`src/hw/rtl/bpc_pkg.sv`:
```
// shared constants, register codes and inter-module types of the
// barometric pressure compensation block; no dependencies
package bpc_pkg;

  localparam int NumRegs   = 6;
  localparam int CalibW    = 16;
  localparam int RawW      = 24;
  localparam int TempW     = 20;
  localparam int PresW     = 32;
  localparam int ApbDataW  = 32;
  localparam int PaddrW    = $clog2(4 * NumRegs);
  localparam int RegIdxW   = PaddrW - 2;

  // datapath widths
  localparam int DtW       = RawW + 1;          // raw temperature minus reference
  localparam int MulW      = DtW + CalibW + 1;  // dt times a calibration word
  localparam int DtSqW     = 2 * DtW;           // dt squared
  localparam int SqW       = 2 * TempW;         // temperature deviation squared
  localparam int OffW      = 44;                // offset and sensitivity
  localparam int SensLoW   = 22;                // low slice for the split multiply
  localparam int SensHiW   = OffW - SensLoW;
  localparam int PlW       = RawW + SensLoW;
  localparam int PhW       = RawW + 1 + SensHiW;
  localparam int ProdW     = PhW + SensLoW;
  localparam int QW        = ProdW - 21;
  localparam int PW        = QW - 15;
  localparam int NumStages = 9;

  localparam int TempRef   = 2000;
  localparam int TempLow   = -1500;

  typedef enum logic [RegIdxW-1:0] {
    RegSens     = 3'd0,
    RegOffset   = 3'd1,
    RegTcs      = 3'd2,
    RegTco      = 3'd3,
    RegTref     = 3'd4,
    RegTempSens = 3'd5
  } reg_idx_e;

  typedef struct packed {
    logic [CalibW-1:0] c1;
    logic [CalibW-1:0] c2;
    logic [CalibW-1:0] c3;
    logic [CalibW-1:0] c4;
    logic [CalibW-1:0] c5;
    logic [CalibW-1:0] c6;
  } cfg_t;

  typedef struct packed {
    logic        [RawW-1:0]  d1;
    logic signed [TempW-1:0] temp;
    logic signed [OffW-1:0]  off;
    logic signed [OffW-1:0]  sens;
  } comp_t;

  typedef struct packed {
    logic [NumStages-1:0] load;
  } pipe_ctrl_t;

endpackage

```
`src/hw/rtl/bpc_pipe_ctrl.sv`:
```
// valid bits and per-stage load enables of the compensation pipeline
// depends on bpc_pkg
module bpc_pipe_ctrl (
  input  logic                clk_i,
  input  logic                rst_ni,
  input  logic                in_valid_i,
  input  logic                out_ready_i,
  output logic                in_ready_o,
  output logic                out_valid_o,
  output bpc_pkg::pipe_ctrl_t ctrl_o
);

  localparam int N = bpc_pkg::NumStages;

  logic [N-1:0] valid_q, valid_d;
  logic [N-1:0] load;

  // a stage takes new data when it is empty or its content moves on
  always_comb begin
    load[N-1] = !valid_q[N-1] || out_ready_i;
    for (int k = N - 2; k >= 0; k--) begin
      load[k] = !valid_q[k] || load[k+1];
    end
  end

  always_comb begin
    valid_d = valid_q;
    if (load[0]) begin
      valid_d[0] = in_valid_i;
    end
    for (int k = 1; k < N; k++) begin
      if (load[k]) begin
        valid_d[k] = valid_q[k-1];
      end
    end
  end

  always_ff @(posedge clk_i or negedge rst_ni) begin
    if (!rst_ni) begin
      valid_q <= '0;
    end else begin
      valid_q <= valid_d;
    end
  end

  assign ctrl_o.load = load;
  assign in_ready_o  = load[0];
  assign out_valid_o = valid_q[N-1];

endmodule

```
`config.mk`:
```
export PLATFORM = sky130hd
export DESIGN_NAME = bpc_pipe_ctrl
export DESIGN_NICKNAME = d
export VERILOG_FILES = /design/src/hw/rtl/bpc_pkg.sv /design/src/hw/rtl/bpc_pipe_ctrl.sv
export SDC_FILE = /design/constraint.sdc
export NUM_CORES = 1
export LEC_CHECK = 0
export ABC_AREA = 0
export BUFFER_PORTS_ARGS = -buffer_cell sky130_fd_sc_hd__buf_4
export CAP_MARGIN = 20
export CORE_AREA = 3 3 40 42
export DETAILED_ROUTE_END_ITERATION = 10
export DIE_AREA = 0 0 43 45
export MAX_ROUTING_LAYER = met4
export PLACE_DENSITY = 0.52
export SYNTH_ARGS = -nofsm -noshare
export SYNTH_HDL_FRONTEND = slang
export SYNTH_SLANG_ARGS = --single-unit
```
`constraint.sdc`:
```
create_clock -name clk_i -period 1.4 [get_ports clk_i]
set_clock_uncertainty 0.1 [all_clocks]
set_input_delay 0.21 -clock clk_i [delete_from_list [all_inputs] [get_ports clk_i]]
set_output_delay 0.21 -clock clk_i [all_outputs]
set_load 0.01 [all_outputs]
```
# --- Word level (Yosys, flattened, before mapping) ---
# Cells that the tools add are included.
op_classes:
  reduce_logical: 18
ops:
  columns: ["op", "n"]
  rows:
  - ["$logic_not A1 Y1", 9]
  - ["$logic_or A1 B1 Y1", 9]
totals:
  ff_bits: 9
  output_inout_bits: 11
  elab_cells: 27

# --- Depth between registers and ports, before layout ---
depth:
  word_depth: 10
  ltp_mapped: 5
  depth_no_buf: 2

# --- Worst setup path after synthesis ---
# OpenSTA, ideal clock, no wires.
synth_timing:
  path_kind: "register to output"
  start: "register valid_q[8]"
  end: "output port ctrl_o[0] in the netlist's numbering"
  t_arrival_ps: 1189
  required_time_ps: 1090
  path_slack_ps: -99
  path_stages_with_launch: 6
  path_buffers: 3
  cell_sequence: "dfrtp_1 -> and4b_1 -> buf_6 -> buf_6 -> nand4_1 -> buf_4"
synth_via:
  elab_chain_cells: 10
synth_lines:
  columns: ["element", "line", "rtl"]
  rows:
  - ["start, declared", "bpc_pipe_ctrl.sv:15", "logic [N-1:0] valid_q, valid_d;"]
  - ["start signal, assigned", "bpc_pipe_ctrl.sv:42", "valid_q <= valid_d;"]
  - ["$logic_not A1 Y1", "bpc_pipe_ctrl.sv:20", "load[N-1] = !valid_q[N-1] || out_ready_i;"]
  - ["$logic_or A1 B1 Y1", "bpc_pipe_ctrl.sv:20", null]
  - ["$logic_or A1 B1 Y1 (8 in a row)", "bpc_pipe_ctrl.sv:22", "load[k] = !valid_q[k] || load[k+1];"]
  - ["end, declared", "bpc_pipe_ctrl.sv:10", "output bpc_pkg::pipe_ctrl_t ctrl_o"]
# Every way passes these cells.

# --- Final worst setup path ---
layout_timing:
  start: "register valid_q[8]"
  end: "output port in_ready_o"
layout_via:
  elab_chain_cells: 10
layout_lines:
  columns: ["element", "line", "rtl"]
  rows:
  - ["$logic_not A1 Y1", "bpc_pipe_ctrl.sv:20", null]
  - ["$logic_or A1 B1 Y1", "bpc_pipe_ctrl.sv:20", null]
  - ["$logic_or A1 B1 Y1 (8 in a row)", "bpc_pipe_ctrl.sv:22", null]
  - ["end, declared", "bpc_pipe_ctrl.sv:8", "output logic in_ready_o,"]
# Every way passes these cells.

==> results by stage <==
Logic synthesis:
- Counting every net in the synthesized netlist gives 37.
- After synthesis the netlist holds a flip-flop and latch count of 9.
- The number of warnings reported in the yosys synthesis log is 0.
- A synthesized cell averages 12.06 um^2.
- The count of distinct cell types in the synthesized netlist is 16.
- Of the total synthesized cell area, the portion taken by XOR and XNOR cells is 0%.
- Yosys attributes the largest share of cell area to sky130_fd_sc_hd__dfrtp_1, sky130_fd_sc_hd__buf_6, sky130_fd_sc_hd__a41o_1.
- The cell area that synthesis handed to floorplanning was 397.9 um^2.
- The fraction of the mapped netlist area in compound gates is 13.21%.
- The gate count after technology mapping is 33.
- The largest total area in the synthesized netlist belongs to sky130_fd_sc_hd__dfrtp_1.
- The portion of the post-synthesis area used by sequential elements is 56.60%.
- The area share of and/or/nand/nor cells after synthesis is 20.44%.
- After Yosys synthesis, full adders, half adders and majority gates account for 0% of the synthesized area.
- The dominant combinational cell family by area after synthesis is simple AND/OR/NAND/NOR gates.
- After synthesis, the largest area contributor takes up 56.60% of total cell area.
- Measured against the total synthesized area, the mux share comes to 0%.

Detailed routing:
- The DRC violations left is 0.
- The length of the first detailed-routing pass in iterations is 1.
- The average vias per placed instance is 4.865.
- The overall via count from detail_route is 360.
- Once detail routing completed, the nets flagged for antenna violations numbered 0.
- The iteration-0 DRC count of the detailed router is 0.
- The average wire per standard cell is 12.30 um.
- The total wire length after detailed routing is 910 um.

Floorplan:
- The region available for standard cell placement spans 1285 um^2.
- In this run the vertical extent of the chip is 45 um.
- The die boundary width is 43 um.
- The die covers 1935 um^2.
- The number of placement rows is 13.
- The count of boundary I/O pins is 15.
- Once the floorplan was initialized, standard cells occupied 30.96% of the core.

STA:
- Setup violations remaining at the end of the flow were counted as 8.
- The smallest clock period supported by the final layout is computed as 1.507 ns.
- Setup repair after global routing could not meet its margin everywhere.
- For the pin with the worst max-slew slack, the measured transition is 0.1475 ns.
- The final hold violation count is 0.
- The number of pins exceeding their max-slew limit in the final report is 0.
- After layout, the worst path uses 107.6% of the clock period.
- Once routing completed, OpenROAD measured the worst setup slack at -0.1068 ns.
- The highest attainable clock frequency is 0.6637 GHz.
- The relative max-transition margin is 90.17%.

Placed design:
- Detailed placement ended at an HPWL of 586.1 um.
- The weighted congestion at the end of routability-driven global placement is 0.7503.
- The count of input and output buffers is 14.

GRT:
- The number of antenna violations at the first check in global routing is 0.
- The global-route congestion overflow total is 0.
- Entering global routing, the biggest net connects 10 pins.
- The via count of the first global-routing pass is 355.
- Across every metal layer, demand over resource in global routing totals 11.56%.
- The global-route wire length before repair is 1524 um.

Min path:
- The worst hold path passes through 2 cells.
- For hold timing, the worst endpoint is valid_q[0].
- The critical hold path startpoint is in_valid_i.
- The path class of the tightest hold or removal check is primary input to register.

Setup path:
- For flop-to-flop paths, the worst setup slack is 0.02 ns.
- The worst setup path is launched from a register.
- The worst setup path is captured at a primary output.
- The worst register-to-register path begins at valid_q[8].
- The worst register-to-register path has a depth of 4.
- STA puts the critical path data required time at 1.09 ns.
- Along the worst path, the maximum fanout reaches 5.
- The critical path is of the register to primary output type.
- The endpoint of the worst register-to-register path is valid_q[4].
- The worst path arrival time is 1.20 ns.

Pwr:
- The maximum ir drop on the vdd rail is 0.6858 mV.
- For this design the static power due to leakage is 0.2957 nW.
- The power per cell area is 1412 nW/um^2.
- The power consumption is 897.6 uW.

CTS:
- TritonCTS built the clock tree.
- The clock edge transition at the registers on the reported setup and hold paths is 0.06 ns.
- CTS built an H-tree with a depth of 1.
- The count of clock tree sinks is 9.
- The cell at the root of the clock tree is sky130_fd_sc_hd__clkbuf_4.
- TritonCTS created 3 clock buffers.
- The clock latency on the worst-skew pair is 0.25 ns.
- Counting along the longest clock path gives a buffer depth of 2.

Cells and area:
- The top cell types in the final layout, fill and taps aside, are sky130_fd_sc_hd__buf_4, sky130_fd_sc_hd__dfrtp_1, sky130_fd_sc_hd__buf_6, sky130_fd_sc_hd__nand2b_1, sky130_fd_sc_hd__clkbuf_4.
- The number of flip-flops in the largest register is 9.
- Compared with the post-synthesis result, the final layout area differs by 59.75%.
- The number of antenna repair diodes is 0.
- In the final layout, the registers with the most flip-flops are valid_q: 9 flops.
- In the final design database the tool counted 64 nets.
- The commonest non-fill, non-tap cell in the layout is sky130_fd_sc_hd__buf_4.
- The fraction of final layout cells with drive strength greater than 1 is 55.93%.
- valid_q holds more flip-flops than any other register.
- The share of the core filled with cells is 49.46%.
- The number of fillers in the final layout is 126.

Run status:
- The run finished, with violations left.
- The final reports fail on negative setup slack.

Job:
- Across the run, the number of max-cap violations was 0.
==> routing by layer <==
metal	track usage (%)	wire length (um)
met1	13.25	377
met2	17.66	450
met3	1.195	52
met4	10.84	30
met5	-	0
==> worst max path at each step <==
stage / to / depth (start not counted) / from / slack (ns)
after floorplan: ctrl_o[0] / 5 / valid_q[8] / -0.1
after detailed placement: in_ready_o / 4 / out_ready_i / -0.008
after CTS: in_ready_o / 3 / valid_q[8] / -0.13
after global placement: in_ready_o / 4 / out_ready_i / 0.01
after global routing: in_ready_o / 3 / valid_q[7] / -0.19
final: in_ready_o / 3 / valid_q[8] / -0.11
==> cells in the mapped netlist, drive strengths merged <==
cell type,number
a21o,2
a31o,2
a41o,2
and4,1
and4b,1
buf,4
dfrtp,9
inv,1
nand2,2
nand2b,3
nand3,2
nand3b,1
nand4,2
or2,1
==> where the power goes <==
part	switching, mW	total (mW)	internal (mW)
Sequential	0.0299	0.335	0.306
Clock	0.0830	0.192	0.109
Combinational	0.155	0.370	0.215
Total	0.268	0.898	0.630
==> through the flow <==
step | instance area, um^2 | setup WS [ns] | std cells | setup TNS (ns) | hold slack [ns]
final | 635.6 | -0.1068 | 74 | -0.4616 | 0.03982
after global routing | 635.6 | -0.1899 | 74 | -1.125 | 0.03062
after CTS | 605.6 | -0.1267 | 72 | -0.5666 | 0.03446
after detailed placement | 524.3 | -0.007681 | 63 | -0.01445 | -0.06196
after global placement | 524.3 | 0.01023 | 63 | 0 | -0.06525
after floorplan | 397.9 | -0.09913 | 33 | -0.09913 | -0.1856
==> layout make-up <==
| cell class | count | area (um^2) | share of cell area (%) |
|---|---|---|---|
| inverter | 1 | 3.754 | 0.5906 |
| multi-input combinational | 20 | 148.9 | 23.43 |
| sequential | 9 | 225.2 | 35.43 |
| tap | 15 | 18.77 | 2.953 |
| timing repair buffer | 25 | 212.7 | 33.46 |
| clock buffer | 4 | 26.28 | 4.134 |
==> critical path: stages (launching register included) <==
cell and delay (ns):
sky130_fd_sc_hd__dfrtp_1 0.36, sky130_fd_sc_hd__and4b_2 0.29, sky130_fd_sc_hd__nand4_1 0.12, sky130_fd_sc_hd__buf_4 0.17
==> what timing repair did <==
action,4_1_cts,5_1_grt
hold buffers,1,0
gates cloned,1,0
setup endpoints to repair,8,14
hold endpoints to repair,9,0
pin swaps,3,2
gates resized for setup,7,4
setup buffers,3,5
==> cell families (layout without fill, tap and decap cells) <==
group / count (synthesis) / in the layout
compound gates: 6 / 6
buf+inv: 5 / 30
flops: 9 / 9
simple gates: 13 / 14
No activity file was read; power rests on OpenSTA's default activity.
