--- src/hw/rtl/bpc_pkg.sv ---
// shared constants, register codes and inter-module types of the
// barometric pressure compensation block; no dependencies
package bpc_pkg;

  localparam int NumRegs   = 6;
  localparam int CalibW    = 16;
  localparam int RawW      = 24;
  localparam int TempW     = 20;
  localparam int PresW     = 32;
  localparam int ApbDataW  = 32;
  localparam int PaddrW    = $clog2(4 * NumRegs);
  localparam int RegIdxW   = PaddrW - 2;

  // datapath widths
  localparam int DtW       = RawW + 1;          // raw temperature minus reference
  localparam int MulW      = DtW + CalibW + 1;  // dt times a calibration word
  localparam int DtSqW     = 2 * DtW;           // dt squared
  localparam int SqW       = 2 * TempW;         // temperature deviation squared
  localparam int OffW      = 44;                // offset and sensitivity
  localparam int SensLoW   = 22;                // low slice for the split multiply
  localparam int SensHiW   = OffW - SensLoW;
  localparam int PlW       = RawW + SensLoW;
  localparam int PhW       = RawW + 1 + SensHiW;
  localparam int ProdW     = PhW + SensLoW;
  localparam int QW        = ProdW - 21;
  localparam int PW        = QW - 15;
  localparam int NumStages = 9;

  localparam int TempRef   = 2000;
  localparam int TempLow   = -1500;

  typedef enum logic [RegIdxW-1:0] {
    RegSens     = 3'd0,
    RegOffset   = 3'd1,
    RegTcs      = 3'd2,
    RegTco      = 3'd3,
    RegTref     = 3'd4,
    RegTempSens = 3'd5
  } reg_idx_e;

  typedef struct packed {
    logic [CalibW-1:0] c1;
    logic [CalibW-1:0] c2;
    logic [CalibW-1:0] c3;
    logic [CalibW-1:0] c4;
    logic [CalibW-1:0] c5;
    logic [CalibW-1:0] c6;
  } cfg_t;

  typedef struct packed {
    logic        [RawW-1:0]  d1;
    logic signed [TempW-1:0] temp;
    logic signed [OffW-1:0]  off;
    logic signed [OffW-1:0]  sens;
  } comp_t;

  typedef struct packed {
    logic [NumStages-1:0] load;
  } pipe_ctrl_t;

endpackage

--- src/hw/rtl/bpc_pressure.sv ---
// stages seven to nine: split raw pressure times sensitivity, offset, saturation
// depends on bpc_pkg
module bpc_pressure (
  input  logic                             clk_i,
  input  logic [2:0]                       load_i,
  input  bpc_pkg::comp_t                   comp_i,
  output logic signed [bpc_pkg::TempW-1:0] temperature_o,
  output logic signed [bpc_pkg::PresW-1:0] pressure_o,
  output logic                             clipped_o
);

  localparam int TempW   = bpc_pkg::TempW;
  localparam int PresW   = bpc_pkg::PresW;
  localparam int OffW    = bpc_pkg::OffW;
  localparam int SensLoW = bpc_pkg::SensLoW;
  localparam int PlW     = bpc_pkg::PlW;
  localparam int PhW     = bpc_pkg::PhW;
  localparam int ProdW   = bpc_pkg::ProdW;
  localparam int QW      = bpc_pkg::QW;
  localparam int PW      = bpc_pkg::PW;

  localparam logic signed [PresW-1:0] PresMax = {1'b0, {(PresW-1){1'b1}}};
  localparam logic signed [PresW-1:0] PresMin = {1'b1, {(PresW-1){1'b0}}};

  logic        [PlW-1:0]   pl_q;
  logic signed [PhW-1:0]   ph_q;
  logic signed [TempW-1:0] temp_s7_q, temp_s8_q, temp_q;
  logic signed [OffW-1:0]  off_s7_q, off_s8_q;
  logic signed [ProdW-1:0] prod_q, prod_d;
  logic signed [QW-1:0]    q_w;
  logic signed [PW-1:0]    p_w;
  logic signed [PresW-1:0] pres_q, pres_d;
  logic                    clip_q, clip_d;

  // low slice unsigned, high slice signed
  always_ff @(posedge clk_i) begin
    if (load_i[0]) begin
      pl_q      <= comp_i.d1 * comp_i.sens[SensLoW-1:0];
      ph_q      <= $signed({1'b0, comp_i.d1}) * $signed(comp_i.sens[OffW-1:SensLoW]);
      temp_s7_q <= comp_i.temp;
      off_s7_q  <= comp_i.off;
    end
  end

  assign prod_d = $signed({ph_q, {SensLoW{1'b0}}}) + $signed({{(ProdW-PlW){1'b0}}, pl_q});

  always_ff @(posedge clk_i) begin
    if (load_i[1]) begin
      prod_q    <= prod_d;
      temp_s8_q <= temp_s7_q;
      off_s8_q  <= off_s7_q;
    end
  end

  assign q_w = QW'(prod_q >>> 21) - QW'(off_s8_q);
  assign p_w = q_w[QW-1:15];

  always_comb begin
    clip_d = p_w[PW-1] != p_w[PresW-1];
    pres_d = p_w[PresW-1:0];
    if (clip_d) begin
      pres_d = p_w[PW-1] ? PresMin : PresMax;
    end
  end

  always_ff @(posedge clk_i) begin
    if (load_i[2]) begin
      pres_q <= pres_d;
      clip_q <= clip_d;
      temp_q <= temp_s8_q;
    end
  end

  assign temperature_o = temp_q;
  assign pressure_o    = pres_q;
  assign clipped_o     = clip_q;

endmodule

--- config.mk ---
export PLATFORM = sky130hd
export DESIGN_NAME = bpc_pressure
export DESIGN_NICKNAME = d
export VERILOG_FILES = /design/src/hw/rtl/bpc_pkg.sv /design/src/hw/rtl/bpc_pressure.sv
export SDC_FILE = /design/constraint.sdc
export NUM_CORES = 2
export LEC_CHECK = 0
export BUFFER_PORTS_ARGS = -buffer_cell sky130_fd_sc_hd__buf_2
export CORE_MARGIN = 1.5
export CORE_UTILIZATION = 55
export CTS_CLUSTER_SIZE = 16
export DETAILED_ROUTE_END_ITERATION = 10
export HOLD_SLACK_MARGIN = 0.05
export PLACE_DENSITY = 0.79
export SLEW_MARGIN = 20
export SYNTH_ARGS = -nofsm -noshare
export SYNTH_HDL_FRONTEND = slang
export SYNTH_SLANG_ARGS = --single-unit
export TNS_END_PERCENT = 10
--- constraint.sdc ---
create_clock -name clk_i -period 6.8 [get_ports clk_i]
set_input_delay 0.34 -clock clk_i [delete_from_list [all_inputs] [get_ports clk_i]]
set_output_delay 0.34 -clock clk_i [all_outputs]
set_load 0.005 [all_outputs]
# After elaboration in Yosys (flattened, before gate mapping)
# Index checks and enable logic that the tools add are counted.
dict set report classes {
  n_mux 2
  n_eq_ne 1
  addsub 2
  n_mul 2
}
# cell count
set op_table {}
lappend op_table {{$add A69 B47 Y69} 1}
lappend op_table {{$mux W32} 2}
lappend op_table {{$sub A48 B44 Y48} 1}
lappend op_table {{$mul A25 B22 Y47} 1}
lappend op_table {{$mul A24 B22 Y46} 1}
lappend op_table {{$ne A1 B1 Y1} 1}
dict set report totals {
  ff_bits 343
  inputBits 136
  out_inout_bits 53
}

# Longest topological paths before layout
dict set report logic_depth {
  depth_word 3
  ltp_mapped 28
  ltp_nobuf 25
}

# Worst setup path after synthesis
# Ideal clock, no wire load.
dict set report synth_path {
  path_type {in2reg}
  from {in comp_i[127] in the netlist's numbering}
  to {reg pl_q[45], data pin}
  cell_stages 26
  t_arrival_ps 6906
  setup_ps 265
  path_slack_ps -372
  required_time_ps 6535
  path_cell_list {clkbuf_1 clkbuf_1 nand2_1 fa_1 inv_1 fa_1 inv_1 fa_1 inv_1 fa_1 fa_1 fa_1 inv_1 fa_1 inv_1 ha_1 a21o_1 a21o_1 a21oi_1 o21ai_0 a21o_1 a31oi_4 o31ai_1 o41a_1 and4_1 or3_1}
}
dict set report synth_via {
  elab_chain_len 1
}
# item line_no
set synth_lines {}
lappend synth_lines {{start: declaration} bpc_pressure.sv:6} ;# input bpc_pkg::comp_t comp_i,
lappend synth_lines {{$mul A24 B22 Y46} bpc_pressure.sv:38} ;# pl_q <= comp_i.d1 * comp_i.sens[SensLoW-1:0];
lappend synth_lines {{end signal: assignment} bpc_pressure.sv:38}
lappend synth_lines {{end: declaration} bpc_pressure.sv:25} ;# logic [PlW-1:0] pl_q;
# Every way passes these cells.
# A chain may end at the register's enable or synchronous reset.

# Final worst setup path
dict set report layout_path {
  from {in comp_i[120] in the netlist's numbering}
  to {reg ph_q[44], data pin}
}
dict set report layout_via {
  elab_chain_len 1
}
# item line_no
set layout_lines {}
lappend layout_lines {{$mul A25 B22 Y47} bpc_pressure.sv:39} ;# ph_q <= $signed({1'b0, comp_i.d1}) * $signed(comp_i.sens[OffW-1:SensLoW]);
lappend layout_lines {{end signal: assignment} bpc_pressure.sv:39}
lappend layout_lines {{end: declaration} bpc_pressure.sv:26} ;# logic signed [PhW-1:0] ph_q;
# Every way passes these cells.

==> flow_metrics.tcl <==
set metrics [dict create \
    status "completed" \
    cts_setup_buffers 0 \
    worstPathRequired_ps 7120 \
    seq_area_um2 9039 \
    yosysSeqAreaShare_pct 19.36 \
    synthFlopType "edfxtp_1" \
    period_needed_ps 6685 \
    dp_cells 6195 \
    hold_viol_final 0 \
    clk_pin_slew_worst_paths_ps 70 \
    clock-sinks 301 \
    cts_buffer_depth 3 \
    final_cell_mix "inv_1, fa_1, nand2_1" \
    setup_viol 0 \
    cts-root-buf "clkbuf_16" \
    io_buffers 188 \
    first_pass_iters 5 \
    synth_area_leaders "fa_1, edfxtp_1, ha_1" \
    crit_type "in2reg" \
    numCtsBuffers 28 \
    grt_max_degree 80 \
    arrival_ps 7010 \
    worstSkewPairLatency_ps 590 \
    hold_class "in2reg" \
    track_usage_pct 27.13 \
    via_count 33910 \
    ant_nets 0 \
    start_kind "input port" \
    worst_pin_slew_ps 1066 \
    start_util_pct 55.71 \
    synthDistinctLibCells 61 \
    drcViolationCount 0 \
    worstPathMaxFanout 16 \
    finalNonFillerCells 6315 \
    synth_top_area_share_pct 37.51 \
    grt_pass1_vias 36510 \
    endpoint_kind "flip-flop" \
    ys.warnings.count 0 \
    yosysTopAreaCell "fa_1" \
    finalCritPeriodShare_pct 98.31 \
    postSynth.asyncResetShare_pct 0 \
    die_h_um 294.4 \
    pin_count 189 \
    synth_nets 6128 \
    hpwl_um 96210 \
    area_delta_synth_final_pct 14.72 \
    grt_pass1_wl_um 185800 \
    die_area_um2 86660 \
    setup_tns_ps 0 \
    fmax_mhz 149.6 \
    rsz0062_at_grt "yes" \
    worst_slack_ps 114.6 \
    max_cap_violations 0 \
    drive_gt1_share_pct 12.88 \
    via_per_inst 5.370 \
    maxSlewViolCount 0 \
    core_um2 83820 \
    fin_nets 6585 \
    drt-total-wl_um 113900 \
    final_common_cell "inv_1" \
    die_w_um 294.4 \
    n_fill_cell 6567 \
    finClkSkew_ps 17.43 \
    tritoncts "built" \
    place_congestion 0.9577 \
    htreeDepth 1 \
    synth-edff-count 301 \
    num_rows 106 \
    postSynthAreaPerCell_um2 9.940 \
    grt_overflow 0 \
    drtIter0Drc 2324 \
    antenna_found_initial 11 \
    wl_per_cell_um 18.04 \
    syn-cell-area_um2 46700 \
    dp_slack_ps -695.9 \
    relSlewSlack_pct 28.88 \
    syn_inst 4698 \
    synth-seq-cells 301 \
    multi_input_area_um2 33240 \
]
[through the flow]
stage	util (%)	area, um2	hold slack (ps)
after floorplan	-	47160	400.3
after global placement	61.71	51730	400.1
after detailed placement	61.71	51730	404.5
after CTS	63.76	53440	301.0
after global routing	63.91	53570	329.3
final	63.91	53570	307.2
[timing repair]
item                                    4_1_cts  5_1_grt
endpoints found under the setup margin        5       14
hold endpoints to repair                     64        0
hold buffers                                 64        0
resized for setup                             6       36
pin swaps                                     0        1
[kinds of logic (layout without fill, tap and decap cells)]
family / after synthesis / count (layout) / share of synthesized area, %
simple gates: 1347 / 1347 / 13.95
fa+ha+maj: 1296 / 1296 / 48.78
buf+inv: 1218 / 1697 / 9.793
compound gates: 398 / 398 / 5.533
flops: 301 / 301 / 19.36
xor+xnor: 138 / 138 / 2.588
other cells: 0 / 4 / 0
[synth_stat cells (all sizes together) (3+ instances only)]
cell type	number
inv	993
fa	875
nand2	664
and2	438
ha	419
edfxtp	301
clkbuf	224
a21oi	122
xnor2	104
nor2	83
o21ai	77
a21o	72
xor2	34
nand3	31
nand2b	27
nand4	24
nor2b	24
o21a	21
and3	19
nor3	18
a31oi	15
o21bai	12
a211oi	10
o31ai	7
a221oi	6
o211ai	6
a21boi	5
a41oi	5
nor4	5
a32oi	4
and4	4
o41ai	4
a31o	3
a41o	3
o22ai	3
o311ai	3
o41a	3
or2	3
or3	3
[state kept, by name, indices dropped and copies added, names as in the netlist]
signal,cells
pressure_o,32
clipped_o,1
pl_q,25
temp_s8_q,20
off_s8_q,44
temp_s7_q,20
ph_q,47
off_s7_q,44
prod_q,48
temperature_o,20
[critical path, stage by stage]
cell	delay, ps
buf_2	140
buf_12	160
buf_4	170
and2_1	160
fa_1	530
inv_1	60
fa_1	510
fa_1	500
inv_1	50
fa_1	510
fa_1	450
fa_1	510
inv_1	60
fa_1	570
inv_1	60
ha_1	320
nand3_2	140
nor2_1	100
nand2_1	110
o22ai_2	130
o41a_1	430
or2_1	240
a21o_1	200
a221o_1	330
a21oi_2	160
xnor2_1	80
[worst paths after layout]
path	start	endpoint	slack, ps	cells after the start
max	comp_i[120]	ph_q[44]$_DFFE_PP_	110	26
max reg2reg	off_s8_q[20]$_DFFE_PP_	pressure_o[4]$_DFFE_PP_	2130	12
min	load_i[2]	pressure_o[25]$_DFFE_PP_	310	1
min reg2reg	temp_s8_q[1]$_DFFE_PP_	temperature_o[1]$_DFFE_PP_	420	0
[final cells by class]
| cell class | count | share of cell area, % |
|---|---|---|
| sequential | 301 | 16.87 |
| multi-input combinational | 3179 | 62.04 |
| inverter | 993 | 6.958 |
| timing repair buffer | 652 | 9.494 |
| clock buffer | 30 | 1.322 |
| tap | 1134 | 2.648 |
| antenna | 4 | 0.01868 |
| clock inverter | 22 | 0.6469 |
[metal layers]
metal | up-vias | global-route usage (%) | part of all wire [%]
met3 | 272 | 5.844 | 9.1
met4 | 14 | 8.901 | 3.5
met1 | 16940 | 35.74 | 40
li1 | 15290 | - | -
met5 | - | 0 | 0.078
met2 | 1399 | 44.75 | 47
Power is not shown: default switching activity piles up to over one toggle a cycle in this logic, so the estimate is an artifact.
