==> src/hw/rtl/bpc_pkg.sv <==
// shared constants, register codes and inter-module types of the
// barometric pressure compensation block; no dependencies
package bpc_pkg;

  localparam int NumRegs   = 6;
  localparam int CalibW    = 16;
  localparam int RawW      = 24;
  localparam int TempW     = 20;
  localparam int PresW     = 32;
  localparam int ApbDataW  = 32;
  localparam int PaddrW    = $clog2(4 * NumRegs);
  localparam int RegIdxW   = PaddrW - 2;

  // datapath widths
  localparam int DtW       = RawW + 1;          // raw temperature minus reference
  localparam int MulW      = DtW + CalibW + 1;  // dt times a calibration word
  localparam int DtSqW     = 2 * DtW;           // dt squared
  localparam int SqW       = 2 * TempW;         // temperature deviation squared
  localparam int OffW      = 44;                // offset and sensitivity
  localparam int SensLoW   = 22;                // low slice for the split multiply
  localparam int SensHiW   = OffW - SensLoW;
  localparam int PlW       = RawW + SensLoW;
  localparam int PhW       = RawW + 1 + SensHiW;
  localparam int ProdW     = PhW + SensLoW;
  localparam int QW        = ProdW - 21;
  localparam int PW        = QW - 15;
  localparam int NumStages = 9;

  localparam int TempRef   = 2000;
  localparam int TempLow   = -1500;

  typedef enum logic [RegIdxW-1:0] {
    RegSens     = 3'd0,
    RegOffset   = 3'd1,
    RegTcs      = 3'd2,
    RegTco      = 3'd3,
    RegTref     = 3'd4,
    RegTempSens = 3'd5
  } reg_idx_e;

  typedef struct packed {
    logic [CalibW-1:0] c1;
    logic [CalibW-1:0] c2;
    logic [CalibW-1:0] c3;
    logic [CalibW-1:0] c4;
    logic [CalibW-1:0] c5;
    logic [CalibW-1:0] c6;
  } cfg_t;

  typedef struct packed {
    logic        [RawW-1:0]  d1;
    logic signed [TempW-1:0] temp;
    logic signed [OffW-1:0]  off;
    logic signed [OffW-1:0]  sens;
  } comp_t;

  typedef struct packed {
    logic [NumStages-1:0] load;
  } pipe_ctrl_t;

endpackage

==> src/hw/rtl/bpc_cfg_regs.sv <==
// apb calibration register file, six 16-bit words
// depends on bpc_pkg
module bpc_cfg_regs (
  input  logic                          clk_i,
  input  logic                          rst_ni,
  input  logic                          psel,
  input  logic                          penable,
  input  logic                          pwrite,
  input  logic [bpc_pkg::PaddrW-1:0]    paddr,
  input  logic [bpc_pkg::ApbDataW-1:0]  pwdata,
  output logic [bpc_pkg::ApbDataW-1:0]  prdata,
  output logic                          pready,
  output bpc_pkg::cfg_t                 cfg_o
);

  bpc_pkg::cfg_t     cfg_q, cfg_d;
  bpc_pkg::reg_idx_e idx;
  logic              wr_en;

  assign idx    = bpc_pkg::reg_idx_e'(paddr[bpc_pkg::PaddrW-1:2]);
  assign wr_en  = psel & penable & pwrite;
  assign pready = 1'b1;
  assign cfg_o  = cfg_q;

  always_comb begin
    cfg_d = cfg_q;
    if (wr_en) begin
      case (idx)
        bpc_pkg::RegSens:     cfg_d.c1 = pwdata[bpc_pkg::CalibW-1:0];
        bpc_pkg::RegOffset:   cfg_d.c2 = pwdata[bpc_pkg::CalibW-1:0];
        bpc_pkg::RegTcs:      cfg_d.c3 = pwdata[bpc_pkg::CalibW-1:0];
        bpc_pkg::RegTco:      cfg_d.c4 = pwdata[bpc_pkg::CalibW-1:0];
        bpc_pkg::RegTref:     cfg_d.c5 = pwdata[bpc_pkg::CalibW-1:0];
        bpc_pkg::RegTempSens: cfg_d.c6 = pwdata[bpc_pkg::CalibW-1:0];
        default:              cfg_d = cfg_q;
      endcase
    end
  end

  always_comb begin
    case (idx)
      bpc_pkg::RegSens:     prdata = bpc_pkg::ApbDataW'(cfg_q.c1);
      bpc_pkg::RegOffset:   prdata = bpc_pkg::ApbDataW'(cfg_q.c2);
      bpc_pkg::RegTcs:      prdata = bpc_pkg::ApbDataW'(cfg_q.c3);
      bpc_pkg::RegTco:      prdata = bpc_pkg::ApbDataW'(cfg_q.c4);
      bpc_pkg::RegTref:     prdata = bpc_pkg::ApbDataW'(cfg_q.c5);
      bpc_pkg::RegTempSens: prdata = bpc_pkg::ApbDataW'(cfg_q.c6);
      default:              prdata = '0;
    endcase
  end

  always_ff @(posedge clk_i or negedge rst_ni) begin
    if (!rst_ni) begin
      cfg_q <= '0;
    end else begin
      cfg_q <= cfg_d;
    end
  end

endmodule

==> config.mk <==
export PLATFORM = sky130hd
export DESIGN_NAME = bpc_cfg_regs
export DESIGN_NICKNAME = d
export VERILOG_FILES = /design/src/hw/rtl/bpc_pkg.sv /design/src/hw/rtl/bpc_cfg_regs.sv
export SDC_FILE = /design/constraint.sdc
export NUM_CORES = 1
export LEC_CHECK = 0
export BUFFER_PORTS_ARGS = -buffer_cell sky130_fd_sc_hd__buf_2
export CORE_ASPECT_RATIO = 1.2
export CORE_MARGIN = 5
export CORE_UTILIZATION = 55
export CTS_BUF_LIST = sky130_fd_sc_hd__clkbuf_4
export CTS_CLUSTER_DIAMETER = 200
export CTS_CLUSTER_SIZE = 10
export DETAILED_ROUTE_END_ITERATION = 7
export GPL_ROUTABILITY_DRIVEN = 0
export GPL_TIMING_DRIVEN = 0
export PLACE_DENSITY_LB_ADDON = 0.05
export REMOVE_ABC_BUFFERS = 1
export SLEW_MARGIN = 40
export SYNTH_ARGS = -nofsm -noshare
export SYNTH_HDL_FRONTEND = slang
export SYNTH_SLANG_ARGS = --single-unit
export TNS_END_PERCENT = 20
==> constraint.sdc <==
create_clock -name clk_i -period 2.8 [get_ports clk_i]
set_clock_uncertainty 0.15 [all_clocks]
set_input_delay 0.28 -clock clk_i [delete_from_list [all_inputs] [get_ports clk_i]]
set_output_delay 0.28 -clock clk_i [all_outputs]
set_load 0.1 [all_outputs]
# ---- After elaboration in Yosys (flattened, before gate mapping)
# Cells that the tools add are included.
dict set report totals {
  regBits 96
  inputBits 42
  out_inout_bits 129
  wordCells 21
}
dict set report op_classes {
  eq_ne 5
  mux 1
  n_bitwise 2
  n_reduce_logical 7
}
# op count
set op_table {}
lappend op_table {{$pmux W16 S6} 1}
lappend op_table {{$reduce_and A2 Y1} 6}
lappend op_table {{$eq A3 B2 Y1 const B} 2}
lappend op_table {{$eq A3 B3 Y1 const B} 2}
lappend op_table {{$eq A3 B1 Y1 const B} 1}
lappend op_table {{$logic_not A3 Y1} 1}
lappend op_table {{$and A1 B1 Y1} 2}

# ---- Depth between registers and ports, before layout
dict set report logic_depth {
  depth_word 3
  ltp_mapped 5
  mapped_depth_nobuf 3
}

# ---- Worst setup path before layout
# Ideal clock, no wire load.
dict set report synth_timing {
  path_kind {register to output}
  from {reg cfg_q, in the netlist cfg_o[14]}
  to {out prdata[14] in the netlist's numbering}
  arrival_ps 3377
  required_ps 2370
  setup_slack_ps -1007
  path_stages_with_launch 4
  n_path_buf 0
  path_cell_list {dfrtp_1 > mux2_2 > a21oi_1 > o21ai_0}
}
dict set report synth_via {
  elab_chain_len 1
}
# element line_no
set synth_rtl {}
lappend synth_rtl {{from (decl)} bpc_cfg_regs.sv:16} ;# bpc_pkg::cfg_t cfg_q, cfg_d;
lappend synth_rtl {{from (signal assigned)} bpc_cfg_regs.sv:56} ;# cfg_q <= cfg_d;
lappend synth_rtl {{$pmux W16 S6} bpc_cfg_regs.sv:41} ;# case (idx)
lappend synth_rtl {{to (decl)} bpc_cfg_regs.sv:11} ;# output logic [bpc_pkg::ApbDataW-1:0] prdata,
# Every way passes these cells.

# ---- Worst setup path after layout
dict set report layout_timing {
  from {in paddr[3] in the netlist's numbering}
  to {out prdata[11] in the netlist's numbering}
}
dict set report layout_via {
  elab_chain_len 2
  word_cells_on_any_way 7
  cone_classes {5 x eq/ne; 1 x mux; 1 x reduce/logical}
}
# element line_no
set layout_rtl {}
lappend layout_rtl {{from (decl)} bpc_cfg_regs.sv:9} ;# input logic [bpc_pkg::PaddrW-1:0] paddr,
lappend layout_rtl {{$eq A3 B3 Y1, or another cell as far along} bpc_cfg_regs.sv:41}
lappend layout_rtl {{$pmux W16 S6 (*)} bpc_cfg_regs.sv:41}
# Every way passes the cells marked *; elsewhere a longest branch is shown, timed or not.

==> results by group <==
STA
  – Fin. Hold Viols: 0
  – Unrepaired setup endpoints after global routing: false
  – # setup viols final: 0
  – Final Cycle Share: 0.8974
  – Final WS setup: 0.2874 ns
  – Worst slew pin tran: 0.6829 ns
  – Max Clk Rate: 398.0 MHz
  – Fin crit period: 2.513 ns
  – Slew Viols, Final: 0
  – Max_slew headroom: 0.5447

Synth
  – Post-Syn Instances: 335
  – Mapped Area: 4646 um2
  – Mean post-synth cell area: 13.87 um2
  – Unique masters post-synth: 29
  – Sequential fraction of the synthesis area: 0.5171
  – Synth Flop Type: dfrtp_1
  – Synth top area share: 0.5171
  – Area leader, netlist: dfrtp_1
  – Largest cells by area after synthesis: dfrtp_1 (52%), mux2_2 (14%), mux2_1 (12%), mux2i_1 (5.8%), buf_4 (3.4%)
  – Yosys warns: 0
  – Async S/R FF share, synth: 1.000
  – Number of flops mapped to enable cells by yosys: 0
  – Register bit total from synthesis: 96

Floorplan
  – # rows: 36
  – Core region area: 8198 um2
  – Starting Density: 0.5667
  – Die Wd: 93.90 um
  – Die ar.: 10390 um2
  – I/O pin count: 171
  – Die Y: 110.7 um

Clock tree
  – Reg clk slew, reported paths: 0.13 ns
  – CTS H-tree depth: 3
  – CTS tree: done
  – Maximum clock path buffer count: 2
  – CTS Buf Count: 9
  – Clock Tree Root: clkbuf_4
  – CTS Sinks: 96
  – Worst-Skew Late Latency: 0.44 ns

Flow run
  – Max-cap violation count: 0

Cells and area
  – Area grow syn2layout: 21.38%
  – # diodes: 0
  – Non-Filler Instances: 599
  – Fillers: 660
  – Most frequent cells in the layout: buf_2 (133), dfrtp_1 (96), mux2_2 (57), mux2_1 (50), mux2i_1 (27)
  – Fin util: 0.6879
  – Max reg flops: 96
  – Final #Nets: 522
  – Most common cell after layout, fill and taps aside: buf_2
  – Share of layout cells above drive strength 1: 0.4495
  – FF/Latch Area: 2402 um2
  – Multi-input logic area: 2046 um2

GRT
  – GRT overflow: 0
  – Largest net degree at the start of global routing: 52
  – Vias in the first global route: 3368
  – Initial antenna violation count: 0
  – First-pass GRT wire length: 18.41 mm
  – GRT Total Usage: 0.2289

Power and ir drop
  – Total leakage power: 2.942 nW
  – P per Cell Area: 1055 nW/um2
  – Total power: 0.005950 W
  – Peak supply drop: 0.7676 mV

Worst setup path
  – Crit path launch type: input pin
  – Arrival time at the worst endpoint: 2.08 ns
  – Worst path max stage delay: 0.58 ns
  – CP max stage cell: nor2b_1
  – Critical-path cell list: buf_4 > nor2b_1 > a221oi_1 > a31oi_1 > buf_2
  – Maximum fanout along the worst path: 41
  – Critical path class: input pin to output port
  – Crit path required time: 2.37 ns
  – CP Buf/Inv Count: 2
  – CP Capture Type: output port
  – Crit-path leading delay family: buffers and inverters

Detailed routing
  – DRT Pass-1 Iters: 4
  – Routed Antenna Nets: 0
  – DRC Markers: 0
  – Via count: 3233
  – Wirelength, routed: 11.39 mm
  – Vias per inst: 5.397
  – Iter 0 DRT Violations: 65
  – Routed length per instance: 19.01 um

Placed design
  – I/O Buffers: 135
  – Post-DP HPWL: 7.479 mm
  – Post-placement setup slack: 0.2811 ns
  – Inst Count DP: 566

Hold path
  – HP Class: input pin to asynchronous set/reset pin

Outcome
  – Status: complete, no violations
per-layer routing:
layer  share of wire  track usage  vias to the layer above  wire length [um]
li1                -            -                     1486                 -
met1            0.42       0.2965                     1636              4729
met2            0.51       0.3823                       99              5802
met3           0.059      0.04141                       12               675
met4           0.016      0.07900                        0               178
met5               0            0                        -                 0
power breakdown:
| group | total, W | leakage (nW) | internal (W) | switching [W] |
|---|---|---|---|---|
| registers | 0.00186 | 1.23 | 0.00166 | 0.000200 |
| logic | 0.00327 | 1.63 | 0.000509 | 0.00276 |
| clock network | 0.000824 | 0.0890 | 0.000389 | 0.000435 |
worst paths after layout:
path | slack [ns] | cells past startpoint | end | from
setup / recovery | 0.29 | 5 | prdata[11] | paddr[3]
hold / removal | 0.15 | 2 | cfg_o[87]$_DFFE_PN0P_ | rst_ni
min in group clk_i | 0.34 | 4 | cfg_o[77]$_DFFE_PN0P_ | penable
hold reg to reg | 0.37 | 1 | cfg_o[89]$_DFFE_PN0P_ | cfg_o[89]$_DFFE_PN0P_
setup reg to reg | 1.81 | 1 | cfg_o[6]$_DFFE_PN0P_ | cfg_o[6]$_DFFE_PN0P_
max in group asynchronous | 1.78 | 3 | cfg_o[66]$_DFFE_PN0P_ | rst_ni
layout make-up:
class / instances / area share
Tap cell: 114 / 0.02529
Inverter: 1 / 0.0006656
Timing Repair Buffer: 153 / 0.1571
Clock buffer: 12 / 0.01598
Multi-Input combinational cell: 219 / 0.3628
Clock inverter: 4 / 0.01220
Sequential cell: 96 / 0.4260
per-stage QoR:
stage / hold slack (ns) / cell area [um2] / TNS (ns)
floorplan: -0.1656 / 4452 / -10.24
global placement: 0.3298 / 5270 / -0.5013
detailed placement: 0.05363 / 5310 / 0
CTS: 0.1475 / 5639 / 0
global route: 0.1752 / 5639 / 0
finish: 0.1531 / 5639 / 0
synthesized netlist by cell type, drive strengths merged (2+ instances only):
cell and n:
o2bb2ai 3, nand2 9, a31oi 4, conb 2
a221oi 4, nor3b 3, mux2i 27, a21oi 6
o22a 6, clkbuf 3, buf 31, o21ai 9
mux2 107, dfrtp 96, nand2b 2, nor2 10
a211o 6
cells by family (layout without fill, tap and decap cells):
family / Yosys count / in the layout / share of synthesized area
multiplexers: 134 / 134 / 0.3175
flip-flops: 96 / 96 / 0.5171
AO/OA/AOI/OAI: 38 / 38 / 0.05736
buffers and inverters: 35 / 170 / 0.05467
AND/OR/NAND/NOR: 30 / 30 / 0.05171
other: 2 / 17 / 0.001617
timing repair:
| action | CTS | global route |
|---|---|---|
| endpoints found under the hold margin | 192 | 0 |
| buffers inserted | 0 | 0 |
| resized for setup | 0 | 0 |
| setup endpoints to repair | 0 | 0 |
| hold buffers | 17 | 0 |
Note: power is estimated with default switching activity, not from simulation.
